**config.mk**
```make
export PLATFORM = sky130hd
export DESIGN_NAME = fit_policy_block_allocator_unit
export DESIGN_NICKNAME = d
export VERILOG_FILES = /design/src/sv/fpba_pkg.sv /design/src/sv/fit_policy_block_allocator_unit.sv /design/src/sv/fpba_ctrl.sv /design/src/sv/fpba_dp.sv
export SDC_FILE = /design/constraint.sdc
export NUM_CORES = 1
export LEC_CHECK = 0
export BUFFER_PORTS_ARGS = -buffer_cell sky130_fd_sc_hd__clkbuf_2
export CAP_MARGIN = 30
export CELL_PAD_IN_SITES_DETAIL_PLACEMENT = 1
export CELL_PAD_IN_SITES_GLOBAL_PLACEMENT = 1
export CORE_UTILIZATION = 44
export DETAILED_ROUTE_END_ITERATION = 10
export PLACE_DENSITY = 0.78
export SETUP_SLACK_MARGIN = 0.3
export SYNTH_ARGS = -nofsm -noshare
export SYNTH_HDL_FRONTEND = slang
export SYNTH_SLANG_ARGS = --single-unit
```
**constraint.sdc**
```tcl
create_clock -name clk -period 6.1 [get_ports clk]
set_input_delay 1.22 -clock clk [delete_from_list [all_inputs] [get_ports clk]]
set_output_delay 1.22 -clock clk [all_outputs]
set_load 0.005 [all_outputs]
```
**src/sv/fpba_pkg.sv**
```systemverilog
// Shared constants, codes and controller/datapath interface types for the
// fit-policy block allocator. No dependencies.
package fpba_pkg;

  // Table geometry
  localparam int NUM_BLOCKS = 8;
  localparam int SIZE_BITS  = 24;
  localparam int IDX_W      = 3;   // block_index / chosen_block field width
  localparam int NB_W       = 4;   // num_blocks register width
  localparam int CFG_AW     = 3;   // two 32-bit registers at byte 0 and 4

  // Policy codes
  localparam logic [1:0] POL_FIRST = 2'd0;
  localparam logic [1:0] POL_BEST  = 2'd1;
  localparam logic [1:0] POL_WORST = 2'd2;
  localparam logic [1:0] POL_NEXT  = 2'd3;

  // Item function codes
  localparam logic FUNC_LOAD  = 1'b0;
  localparam logic FUNC_ALLOC = 1'b1;

  // Register indexes (paddr[2])
  localparam logic REG_POLICY     = 1'b0;
  localparam logic REG_NUM_BLOCKS = 1'b1;

  localparam logic [NB_W-1:0] NB_RESET = NB_W'(NUM_BLOCKS);

  typedef logic [SIZE_BITS-1:0] cap_t;

  // Controller -> datapath
  typedef struct packed {
    logic load_in;  // capture item, set up scan
    logic step;     // examine one table entry
    logic commit;   // write back and present result
  } cmd_t;

  // Datapath -> controller
  typedef struct packed {
    logic in_alloc;  // item on the input ports is an allocate
    logic empty;     // no blocks in use
    logic stop;      // current entry ends the search
    logic last;      // current entry is the last one to examine
  } stat_t;

endpackage

```
**src/sv/fit_policy_block_allocator_unit.sv**
```systemverilog
// Top level of the fit-policy block allocator: register port, controller
// and datapath. Depends on fpba_pkg, fpba_ctrl and fpba_dp.
//
//  channel   handshake               payload
//  --------  ----------------------  -------------------------------------------
//  input     start & !busy           in_func, in_block_index, in_amount
//  result    out_valid (one cycle)   out_granted, out_chosen_block, out_remaining
//  config    psel&penable&pwrite     paddr, pwdata -> policy, num_blocks
//
// A load item goes from accept through the commit state to the result strobe. An
// allocate item also passes through the scan state, where the scan unit examines
// k table entries, one entry per cycle (k <= num_blocks in use; first fit and
// next fit stop at the first fitting entry). With no blocks in use it skips the scan.
// busy drops in the cycle the result is shown, so the next item may start then.
// Reset (rst_n low, synchronous) zeroes the capacity table and rover and loads
// policy = first fit, num_blocks = 8. The receiver cannot stall: each result
// is shown for exactly one cycle.
module fit_policy_block_allocator_unit (
  input  logic                           clk,
  input  logic                           rst_n,
  // item channel
  input  logic                           start,
  output logic                           busy,
  input  logic                           in_func,
  input  logic [fpba_pkg::IDX_W-1:0]     in_block_index,
  input  logic [fpba_pkg::SIZE_BITS-1:0] in_amount,
  // result channel
  output logic                           out_valid,
  output logic                           out_granted,
  output logic [fpba_pkg::IDX_W-1:0]     out_chosen_block,
  output logic [fpba_pkg::SIZE_BITS-1:0] out_remaining,
  // register port
  input  logic                           psel,
  input  logic                           penable,
  input  logic                           pwrite,
  input  logic [fpba_pkg::CFG_AW-1:0]    paddr,
  input  logic [31:0]                    pwdata,
  output logic [31:0]                    prdata,
  output logic                           pready
);
  import fpba_pkg::*;

  logic [1:0]      cfg_policy_r;
  logic [NB_W-1:0] cfg_num_blocks_r;
  logic            cfg_wr;
  logic            cfg_sel;

  cmd_t  cmd;
  stat_t stat;

  // Register port: zero wait states, word index in paddr[2]
  assign pready  = 1'b1;
  assign cfg_sel = paddr[2];
  assign cfg_wr  = psel && penable && pwrite && pready;

  always_ff @(posedge clk) begin
    if (!rst_n) begin
      cfg_policy_r     <= POL_FIRST;
      cfg_num_blocks_r <= NB_RESET;
    end else if (cfg_wr) begin
      unique case (cfg_sel)
        REG_POLICY:     cfg_policy_r     <= pwdata[1:0];
        REG_NUM_BLOCKS: cfg_num_blocks_r <= pwdata[NB_W-1:0];
        default:        cfg_policy_r     <= cfg_policy_r;
      endcase
    end
  end

  // Return the addressed register, zero-extended
  always_comb begin
    unique case (cfg_sel)
      REG_POLICY:     prdata = 32'(cfg_policy_r);
      REG_NUM_BLOCKS: prdata = 32'(cfg_num_blocks_r);
      default:        prdata = '0;
    endcase
  end

  // Sequence accept, scan and commit
  fpba_ctrl u_ctrl (
    .clk   (clk),
    .rst_n (rst_n),
    .start (start),
    .stat  (stat),
    .cmd   (cmd),
    .busy  (busy)
  );

  // Hold the table, run the scan, produce the result
  fpba_dp u_dp (
    .clk              (clk),
    .rst_n            (rst_n),
    .cmd              (cmd),
    .stat             (stat),
    .in_func          (in_func),
    .in_block_index   (in_block_index),
    .in_amount        (in_amount),
    .policy           (cfg_policy_r),
    .num_blocks       (cfg_num_blocks_r),
    .out_valid        (out_valid),
    .out_granted      (out_granted),
    .out_chosen_block (out_chosen_block),
    .out_remaining    (out_remaining)
  );

  // A result only follows a cycle in which an item was in flight
  a_result_after_busy: assert property (@(posedge clk) disable iff (!rst_n)
    out_valid |-> $past(busy))
    else $error("result strobe without an item in flight");

  // An accepted item makes the block busy
  a_accept_sets_busy: assert property (@(posedge clk) disable iff (!rst_n)
    (start && !busy) |=> busy)
    else $error("item accepted but busy not raised");

  // One strobe per item: never two in a row
  a_single_strobe: assert property (@(posedge clk) disable iff (!rst_n)
    out_valid |=> !out_valid)
    else $error("result strobe longer than one cycle");

  // A refused request reports block 0 and nothing remaining
  a_refusal_zero: assert property (@(posedge clk) disable iff (!rst_n)
    (out_valid && !out_granted) |-> (out_chosen_block == '0 && out_remaining == '0))
    else $error("refused request carries nonzero payload");

endmodule

```
**src/sv/fpba_ctrl.sv**
```systemverilog
// Sequencer for the block allocator: accept, scan, commit.
// Depends on fpba_pkg.
module fpba_ctrl (
  input  logic           clk,
  input  logic           rst_n,
  input  logic           start,
  input  fpba_pkg::stat_t stat,
  output fpba_pkg::cmd_t  cmd,
  output logic           busy
);
  import fpba_pkg::*;

  typedef enum logic [1:0] {
    ST_IDLE,
    ST_SCAN,
    ST_COMMIT
  } state_t;

  state_t state_r, state_nxt;
  logic   busy_r, busy_nxt;

  always_comb begin
    state_nxt   = state_r;
    cmd.load_in = 1'b0;
    cmd.step    = 1'b0;
    cmd.commit  = 1'b0;
    unique case (state_r)
      ST_IDLE: begin
        if (start) begin
          cmd.load_in = 1'b1;
          if (stat.in_alloc && !stat.empty) begin
            state_nxt = ST_SCAN;
          end else begin
            state_nxt = ST_COMMIT;
          end
        end
      end
      ST_SCAN: begin
        cmd.step = 1'b1;
        if (stat.stop || stat.last) begin
          state_nxt = ST_COMMIT;
        end
      end
      ST_COMMIT: begin
        cmd.commit = 1'b1;
        state_nxt  = ST_IDLE;
      end
      default: state_nxt = ST_IDLE;
    endcase
    busy_nxt = (state_nxt != ST_IDLE);
  end

  always_ff @(posedge clk) begin
    if (!rst_n) begin
      state_r <= ST_IDLE;
      busy_r  <= 1'b0;
    end else begin
      state_r <= state_nxt;
      busy_r  <= busy_nxt;
    end
  end

  assign busy = busy_r;

endmodule

```
**src/sv/fpba_dp.sv**
```systemverilog
// Datapath of the block allocator: capacity table, scan pointer, best-candidate
// tracking, rover and result registers. Depends on fpba_pkg.
module fpba_dp (
  input  logic                           clk,
  input  logic                           rst_n,
  input  fpba_pkg::cmd_t                 cmd,
  output fpba_pkg::stat_t                stat,
  input  logic                           in_func,
  input  logic [fpba_pkg::IDX_W-1:0]     in_block_index,
  input  logic [fpba_pkg::SIZE_BITS-1:0] in_amount,
  input  logic [1:0]                     policy,
  input  logic [fpba_pkg::NB_W-1:0]      num_blocks,
  output logic                           out_valid,
  output logic                           out_granted,
  output logic [fpba_pkg::IDX_W-1:0]     out_chosen_block,
  output logic [fpba_pkg::SIZE_BITS-1:0] out_remaining
);
  import fpba_pkg::*;

  cap_t             tbl_r [NUM_BLOCKS];
  logic [IDX_W-1:0] rover_r;

  logic             func_r;
  logic [IDX_W-1:0] idx_r;
  cap_t             amt_r;

  logic [IDX_W-1:0] pos_r;
  logic [NB_W-1:0]  cnt_r;
  logic             found_r;
  logic [IDX_W-1:0] sel_r;
  cap_t             best_r;

  logic             valid_r;
  logic             granted_r;
  logic [IDX_W-1:0] chosen_r;
  cap_t             rem_r;

  logic [NB_W-1:0]  in_use;
  logic [NB_W-1:0]  pos_inc;
  logic [IDX_W-1:0] pos_next;
  logic [IDX_W-1:0] pos_start;
  cap_t             cap;
  logic             fits;
  logic             take;
  logic             load_ok;
  cap_t             alloc_rem;

  // Clamp the block count to the table depth
  assign in_use = (num_blocks > NB_W'(NUM_BLOCKS)) ? NB_W'(NUM_BLOCKS) : num_blocks;

  assign pos_start = (policy == POL_NEXT && NB_W'(rover_r) < in_use) ? rover_r : '0;
  assign pos_inc   = NB_W'(pos_r) + NB_W'(1);
  assign pos_next  = (pos_inc == in_use) ? '0 : pos_inc[IDX_W-1:0];

  assign cap  = tbl_r[pos_r];
  assign fits = (cap >= amt_r);
  assign take = fits && (!found_r ||
                         (policy == POL_BEST  && cap < best_r) ||
                         (policy == POL_WORST && cap > best_r));

  assign load_ok   = (NB_W'(idx_r) < NB_W'(NUM_BLOCKS));
  assign alloc_rem = best_r - amt_r;

  assign stat.in_alloc = (in_func == FUNC_ALLOC);
  assign stat.empty    = (in_use == '0);
  assign stat.stop     = fits && (policy == POL_FIRST || policy == POL_NEXT);
  assign stat.last     = (cnt_r == in_use - NB_W'(1));

  // Table and rover carry architectural reset values
  always_ff @(posedge clk) begin
    if (!rst_n) begin
      for (int i = 0; i < NUM_BLOCKS; i++) begin
        tbl_r[i] <= '0;
      end
      rover_r <= '0;
    end else if (cmd.commit) begin
      if (func_r == FUNC_LOAD) begin
        if (load_ok) begin
          tbl_r[idx_r] <= amt_r;
          rover_r      <= '0;
        end
      end else if (found_r) begin
        tbl_r[sel_r] <= alloc_rem;
        if (policy == POL_NEXT) begin
          rover_r <= sel_r;
        end
      end
    end
  end

  // Item capture and scan state
  always_ff @(posedge clk) begin
    if (cmd.load_in) begin
      func_r  <= in_func;
      idx_r   <= in_block_index;
      amt_r   <= in_amount;
      pos_r   <= pos_start;
      cnt_r   <= '0;
      found_r <= 1'b0;
    end else if (cmd.step) begin
      pos_r <= pos_next;
      cnt_r <= cnt_r + NB_W'(1);
      if (take) begin
        found_r <= 1'b1;
        sel_r   <= pos_r;
        best_r  <= cap;
      end
    end
  end

  // Result strobe
  always_ff @(posedge clk) begin
    if (!rst_n) begin
      valid_r <= 1'b0;
    end else begin
      valid_r <= cmd.commit;
    end
  end

  always_ff @(posedge clk) begin
    if (cmd.commit) begin
      if (func_r == FUNC_LOAD && load_ok) begin
        granted_r <= 1'b1;
        chosen_r  <= idx_r;
        rem_r     <= amt_r;
      end else if (func_r == FUNC_ALLOC && found_r) begin
        granted_r <= 1'b1;
        chosen_r  <= sel_r;
        rem_r     <= alloc_rem;
      end else begin
        granted_r <= 1'b0;
        chosen_r  <= '0;
        rem_r     <= '0;
      end
    end
  end

  assign out_valid        = valid_r;
  assign out_granted      = granted_r;
  assign out_chosen_block = chosen_r;
  assign out_remaining    = rem_r;

endmodule
```
## Word-level counts from Yosys, hierarchy flattened

Memory sizes are Yosys's and may differ from the RTL's. A register that Yosys moved wholly into a read port is not among the register bits.
Index checks and enable logic that the tools add are counted.
Widths: inputs -> output; s select.

- Register bits: 104
- RAM bits: 192
- Output and inout port bits: 63
- Word-level logic and storage cells: 104
- Memories kept: 1

- $add $sub $neg: 4
- $lt $le $gt $ge: 5
- Equal/unequal tests: 9
- Muxes and demuxes: 39
- Bitwise operators: 2
- Reductions and logical operators: 27

Memory list:

| memory | depth | bits a word | read ports | clocked after memory_dff | wr ports | RTL line | RTL |
|---|---|---|---|---|---|---|---|
| u_dp.tbl_r | 8 | 24 | 1 | 1 | 8 | fpba_dp.sv:20 | `cap_t tbl_r [NUM_BLOCKS];` |

Operators with widths:

| cell | number |
|---|---|
| $mux 24 | 4 |
| $pmux 32 s2 | 1 |
| $reduce_or 24->1 | 2 |
| $mux 3 | 12 |
| $ge 24x24->1 | 1 |
| $gt 24x24->1 | 1 |
| $lt 24x24->1 | 1 |
| $sub 24x24->24 | 1 |
| $mux 1 | 17 |
| $logic_and 1x1->1 | 9 |
| $eq 4x4->1 | 2 |
| $eq 2x2->1 const B | 3 |
| $mux 2 | 3 |
| $reduce_and 2->1 | 3 |
| $reduce_and 3->1 | 2 |
| $add 3x1->4 const B | 1 |
| $add 4x1->4 const B | 1 |
| $eq 2x1->1 const B | 2 |
| $gt 4x4->1 const B | 1 |
| $logic_not 2->1 | 2 |
| $logic_not 4->1 | 1 |
| $logic_or 1x1->1 | 4 |
| $lt 3x4->1 | 1 |
| $mux 4 | 1 |
| 6 further kinds | 10 |

## Depth between registers and ports, before layout

- Depth in word-level cells: 9
- Gate-level depth with buffers: 13
- Gate-level depth less buffers: 12

## Modules after synthesis

Synthesis repeated with hierarchy kept, for this count alone.

- Cells, all modules: 1244
- Area, all modules: 15514.9 um^2

By module, submodules not included:

| module | times used | cells an instance | area each (um^2) | seq. area each (um^2) |
|---|---|---|---|---|
| fpba_dp | 1 | 1167 | 14848.0 | 8588.2 |
| fit_policy_block_allocator_unit | 1 | 61 | 515.5 | 120.1 |
| fpba_ctrl | 1 | 16 | 151.4 | 60.1 |

## Least setup slack after synthesis

No wires, ideal clock.

- Path type: reg-to-reg
- Start: register with a tool-made name
- End: register u_dp.best_r[0], enable pin
- Library setup time: 461 ps
- Arrival time: 5639 ps
- Data required time: 5639 ps
- Path slack: 0 ps
- Stages on the path, launching flop included: 11
- Path buffers: 2
- Period minus slack after synthesis: 6100 ps
- Cell sequence: dfxtp_1 buf_1 buf_2 mux4_2 mux2_2 ha_1 and4_1 or4b_2 o31ai_1 nand3b_1 a311oi_1

RTL lines:

| element | RTL line | RTL |
|---|---|---|
| to (signal assigned) | fpba_dp.sv:106 | `best_r <= cap;` |
| to (decl) | fpba_dp.sv:31 | `cap_t best_r;` |

==> summary.md <==
| Metric | Value |
|---|---|
| Status | `completed` |
| Number of max-cap violations | `0` |
| Kind of critical path | `flip-flop to flip-flop` |
| Hold Violations, Final | `0` |
| Detailed placement HPWL | `roughly 29,000 um` |
| Post-synth EDFFs | `278` |
| Worst slew margin | `between 30 and 40%` |
| Ant. Diodes | `0` |
| Vias in the first global route | `around 11,000` |
| Top Ports | `~130` |
| Number of fill cells in the layout | `about 3,500` |
| Synth Flop Type | `edfxtp_1` |
| Worst-case clock buffer depth | `3` |
| Worst Hold Depth | `2` |
| DRC Markers | `0` |
| TritonRoute pass-1 iters | `5` |
| Total negative slack | `0 ps` |
| Critical path peak fanout | `27` |
| Largest net degree at the start of global routing | `39` |
| Vias per std cell | `5.79` |
| Final Core Density | `roughly 50%` |
| CP endpoint kind | `flip-flop` |
| Routed vias | `roughly 10,000` |
| Buffers & Inverters on Critical Path | `2` |
| Crit path cell chain | `buf_12, mux4_2, mux2_2, ha_1, and4_1, or4b_2, o31ai_1, nand3b_1, a311oi_4, buf_4` |
| Crit share post-route | `around four fifths` |
| Asr flop ratio synth | `0%` |
| Critical Path RT | `6330 ps` |
| P_sw | `just under 0.002 W` |
| Peak VDD IR | `0.231 mV` |
| Nets@finish | `about 1,400` |
| Cell Pwr Density | `around 360 mW/mm^2` |
| Max stage delay on crit path | `approximately 660 ps` |
| Netlist Area Pre-Place | `roughly 0.015 mm^2` |
| Crit path launch type | `flip-flop` |
| Final setup fails | `0` |
| Number of port buffers | `72` |
| Fraction of layout cells with a size suffix above 1 | `18.9%` |
| Hold Crit Class | `flip-flop to flip-flop` |
| Int Power | `between 0.004 and 0.005 W` |
| PostCTS Resize Cnt | `0` |
| Switching Share | `a little under a third` |
| TritonCTS clock tree | `built` |
| Critical path's slowest cell | `dfxtp_4` |
| Synth area leaders | `edfxtp_1, mux4_2, ha_1` |
| Initial antenna violation count | `0` |
| Core area | `0.0338 mm^2` |
| Mapped Avg Cell Area | `about 13 um^2` |
| Die Wd | `roughly 190 um` |
| Seq pwr share | `approximately 42%` |
| Area leader, netlist | `edfxtp_1` |
| GRT overflow | `0` |
| Total CTS buffers | `31` |
| Global-route wire length before repair | `63,000 um` |
| Routability cong. | `0.880` |
| Final Skew | `20.5 ps` |
| Worst Reg-to-Reg Cells | `10` |
| Clock-pin slew on the worst setup and hold paths | `around 60 ps` |
| Routed len/inst | `between 20 and 25 um` |
| Max Transition Viols Final | `0` |
| Worst-margin pin slew | `around 980 ps` |
| Multi-input gate area | `0.00586 mm^2` |
| CTS root buf | `clkbuf_16` |
| CTS Hold Buffers Added | `0` |
| Synthesized flop and latch total | `299` |
| Register area share after synthesis | `just under 60%` |
| Final ANT Viol Nets | `0` |
| Floorplan row count | `67` |
| Starting density of the core | `between 40% and 50%` |
| Leak pwr | `6.68 nW` |
| Combinational Power Share | `roughly 28%` |
| Synth top area share | `between 50 and 60%` |
| Global Route Usage Sum | `23.7%` |
| Fmax | `approximately 0.21 GHz` |
| Post-synth cell types | `75` |
| Delay-heaviest family, CP | `simple AND/OR/NAND/NOR gates` |
| Synth Instances | `1,210` |
| Clk sink count | `between 200 and 300` |
| DR iter-0 viols | `845` |
| Register area | `0.00877 mm^2` |
| Final WL | `around 42,000 um` |
| Commonest non-fill, non-tap cell in the layout | `edfxtp_1` |
| Area delta synth->final | `11.5%` |
| Clk_lat worst skew | `570 ps` |
| Die area | `~0.035 mm^2` |
| Clock power share | `about 30%` |
| Post CTS Setup Buffer Count | `0` |
| Die height | `188 um` |
| RSZ-0062 raised after global routing | `no` |
| CTS H-tree lvls | `1` |
| Commonest cells after routing, fill and taps aside | `edfxtp_1, nor2_1, ha_1` |
| Fin crit period | `4800 ps` |
| Critical path arrival | `slightly above 5000 ps` |
| Total number of yosys warnings | `0` |
| WP depth | `10` |
==> cells by family after synthesis <==
group | share of synthesized area (%)
simple gates | 10.5
flops | 57.6
compound gates | 8.50
buf+inv | 4.74
mux | 10.3
fa+ha+maj | 6.63
xor+xnor | 1.72
other cells | 0.0494
==> final timing paths <==
kind                               startpoint  slack, ps             end
worst min-delay path            u_dp.cnt_r[1]        530   u_dp.cnt_r[1]
worst max-delay path                flip-flop       1300  u_dp.best_r[9]
worst max register to register      flip-flop       1300  u_dp.best_r[9]
worst min register to register  u_dp.cnt_r[1]        530   u_dp.cnt_r[1]
==> power groups by stage <==
stage / Clock, W / Combinational (W) / Sequential, W
finish: 0.00179 / 0.00174 / 0.00257
global route: 0.00188 / 0.00187 / 0.00259
CTS: 0.00181 / 0.00173 / 0.00258
detailed placement: 0 / 0.00172 / 0.00262
global placement: 0 / 0.00165 / 0.00261
floorplan: 0 / 0.00124 / 0.00252
==> state kept, by name, summed over array words and instances (netlist names), named ones only <==
name                   cells
u_dp.out_valid             1
u_dp.out_remaining        24
u_ctrl.busy                1
u_dp.idx_r                 3
cfg_policy_r               2
u_dp.out_granted           1
u_dp.pos_r                 3
u_dp.found_r               1
u_ctrl.state_r             2
u_dp.rover_r               3
u_dp.sel_r                 3
u_dp.best_r               24
u_dp.tbl_r               192
u_dp.out_chosen_block      3
u_dp.func_r                1
u_dp.cnt_r                 4
cfg_num_blocks_r           4
u_dp.amt_r                24
==> stage by stage <==
stage | worst slack [ps] | hold slack, ps | total power (W) | area [um^2] | instances
2_1_floorplan | 925 | 465 | 0.00375 | 15300 | 1237
3_3_place_gp | 1230 | 488 | 0.00426 | 16000 | 1694
3_5_place_dp | 1200 | 522 | 0.00434 | 16000 | 1694
4_1_cts | 1190 | 530 | 0.00612 | 17000 | 1752
5_1_grt | 1050 | 563 | 0.00635 | 17000 | 1752
6_report | 1300 | 530 | 0.00610 | 17000 | 1752
==> routing by layer <==
metal	vias up	wire, um	part of all wire [%]	track usage (%)
met5	-	0	0	0
met4	0	852	2.0	7.32
met3	52	2170	5.2	3.29
met2	283	21200	51	41.5
met1	5255	17500	42	30.5
li1	4547	-	-	-
==> area by class of cell <==
class | count | share of cell area, %
sequential | 299 | 51.7
multi-input combinational | 781 | 34.5
clock buffer | 43 | 4.96
timing repair buffer | 98 | 3.42
tap | 448 | 3.30
inverter | 68 | 1.50
clock inverter | 15 | 0.583
==> worst register-to-register path, stage by stage (launching register included) <==
cell	delay, ps
dfxtp_4	660
buf_12	320
mux4_2	540
mux2_2	350
ha_1	320
and4_1	230
or4b_2	590
o31ai_1	570
nand3b_1	220
a311oi_4	230
buf_4	400
==> synthesized netlist by cell type (5+ instances only) <==
cell type and instances:
a21o_1 22, a21oi_1 52, a31oi_1 6, and2_1 5
buf_2 9, buf_4 32, clkbuf_1 44, dfxtp_1 21
edfxtp_1 278, ha_1 79, inv_1 68, mux2_2 31
mux2i_1 13, mux4_2 48, nand2_1 46, nand2b_1 15
nand3_1 18, nand4_1 12, nor2_1 219, nor2b_1 11
nor3_1 7, o211a_1 5, o21ai_0 31, o21bai_1 6
o22ai_1 21, xnor2_1 13, xor2_1 15
(Power assumes the default switching activity.)
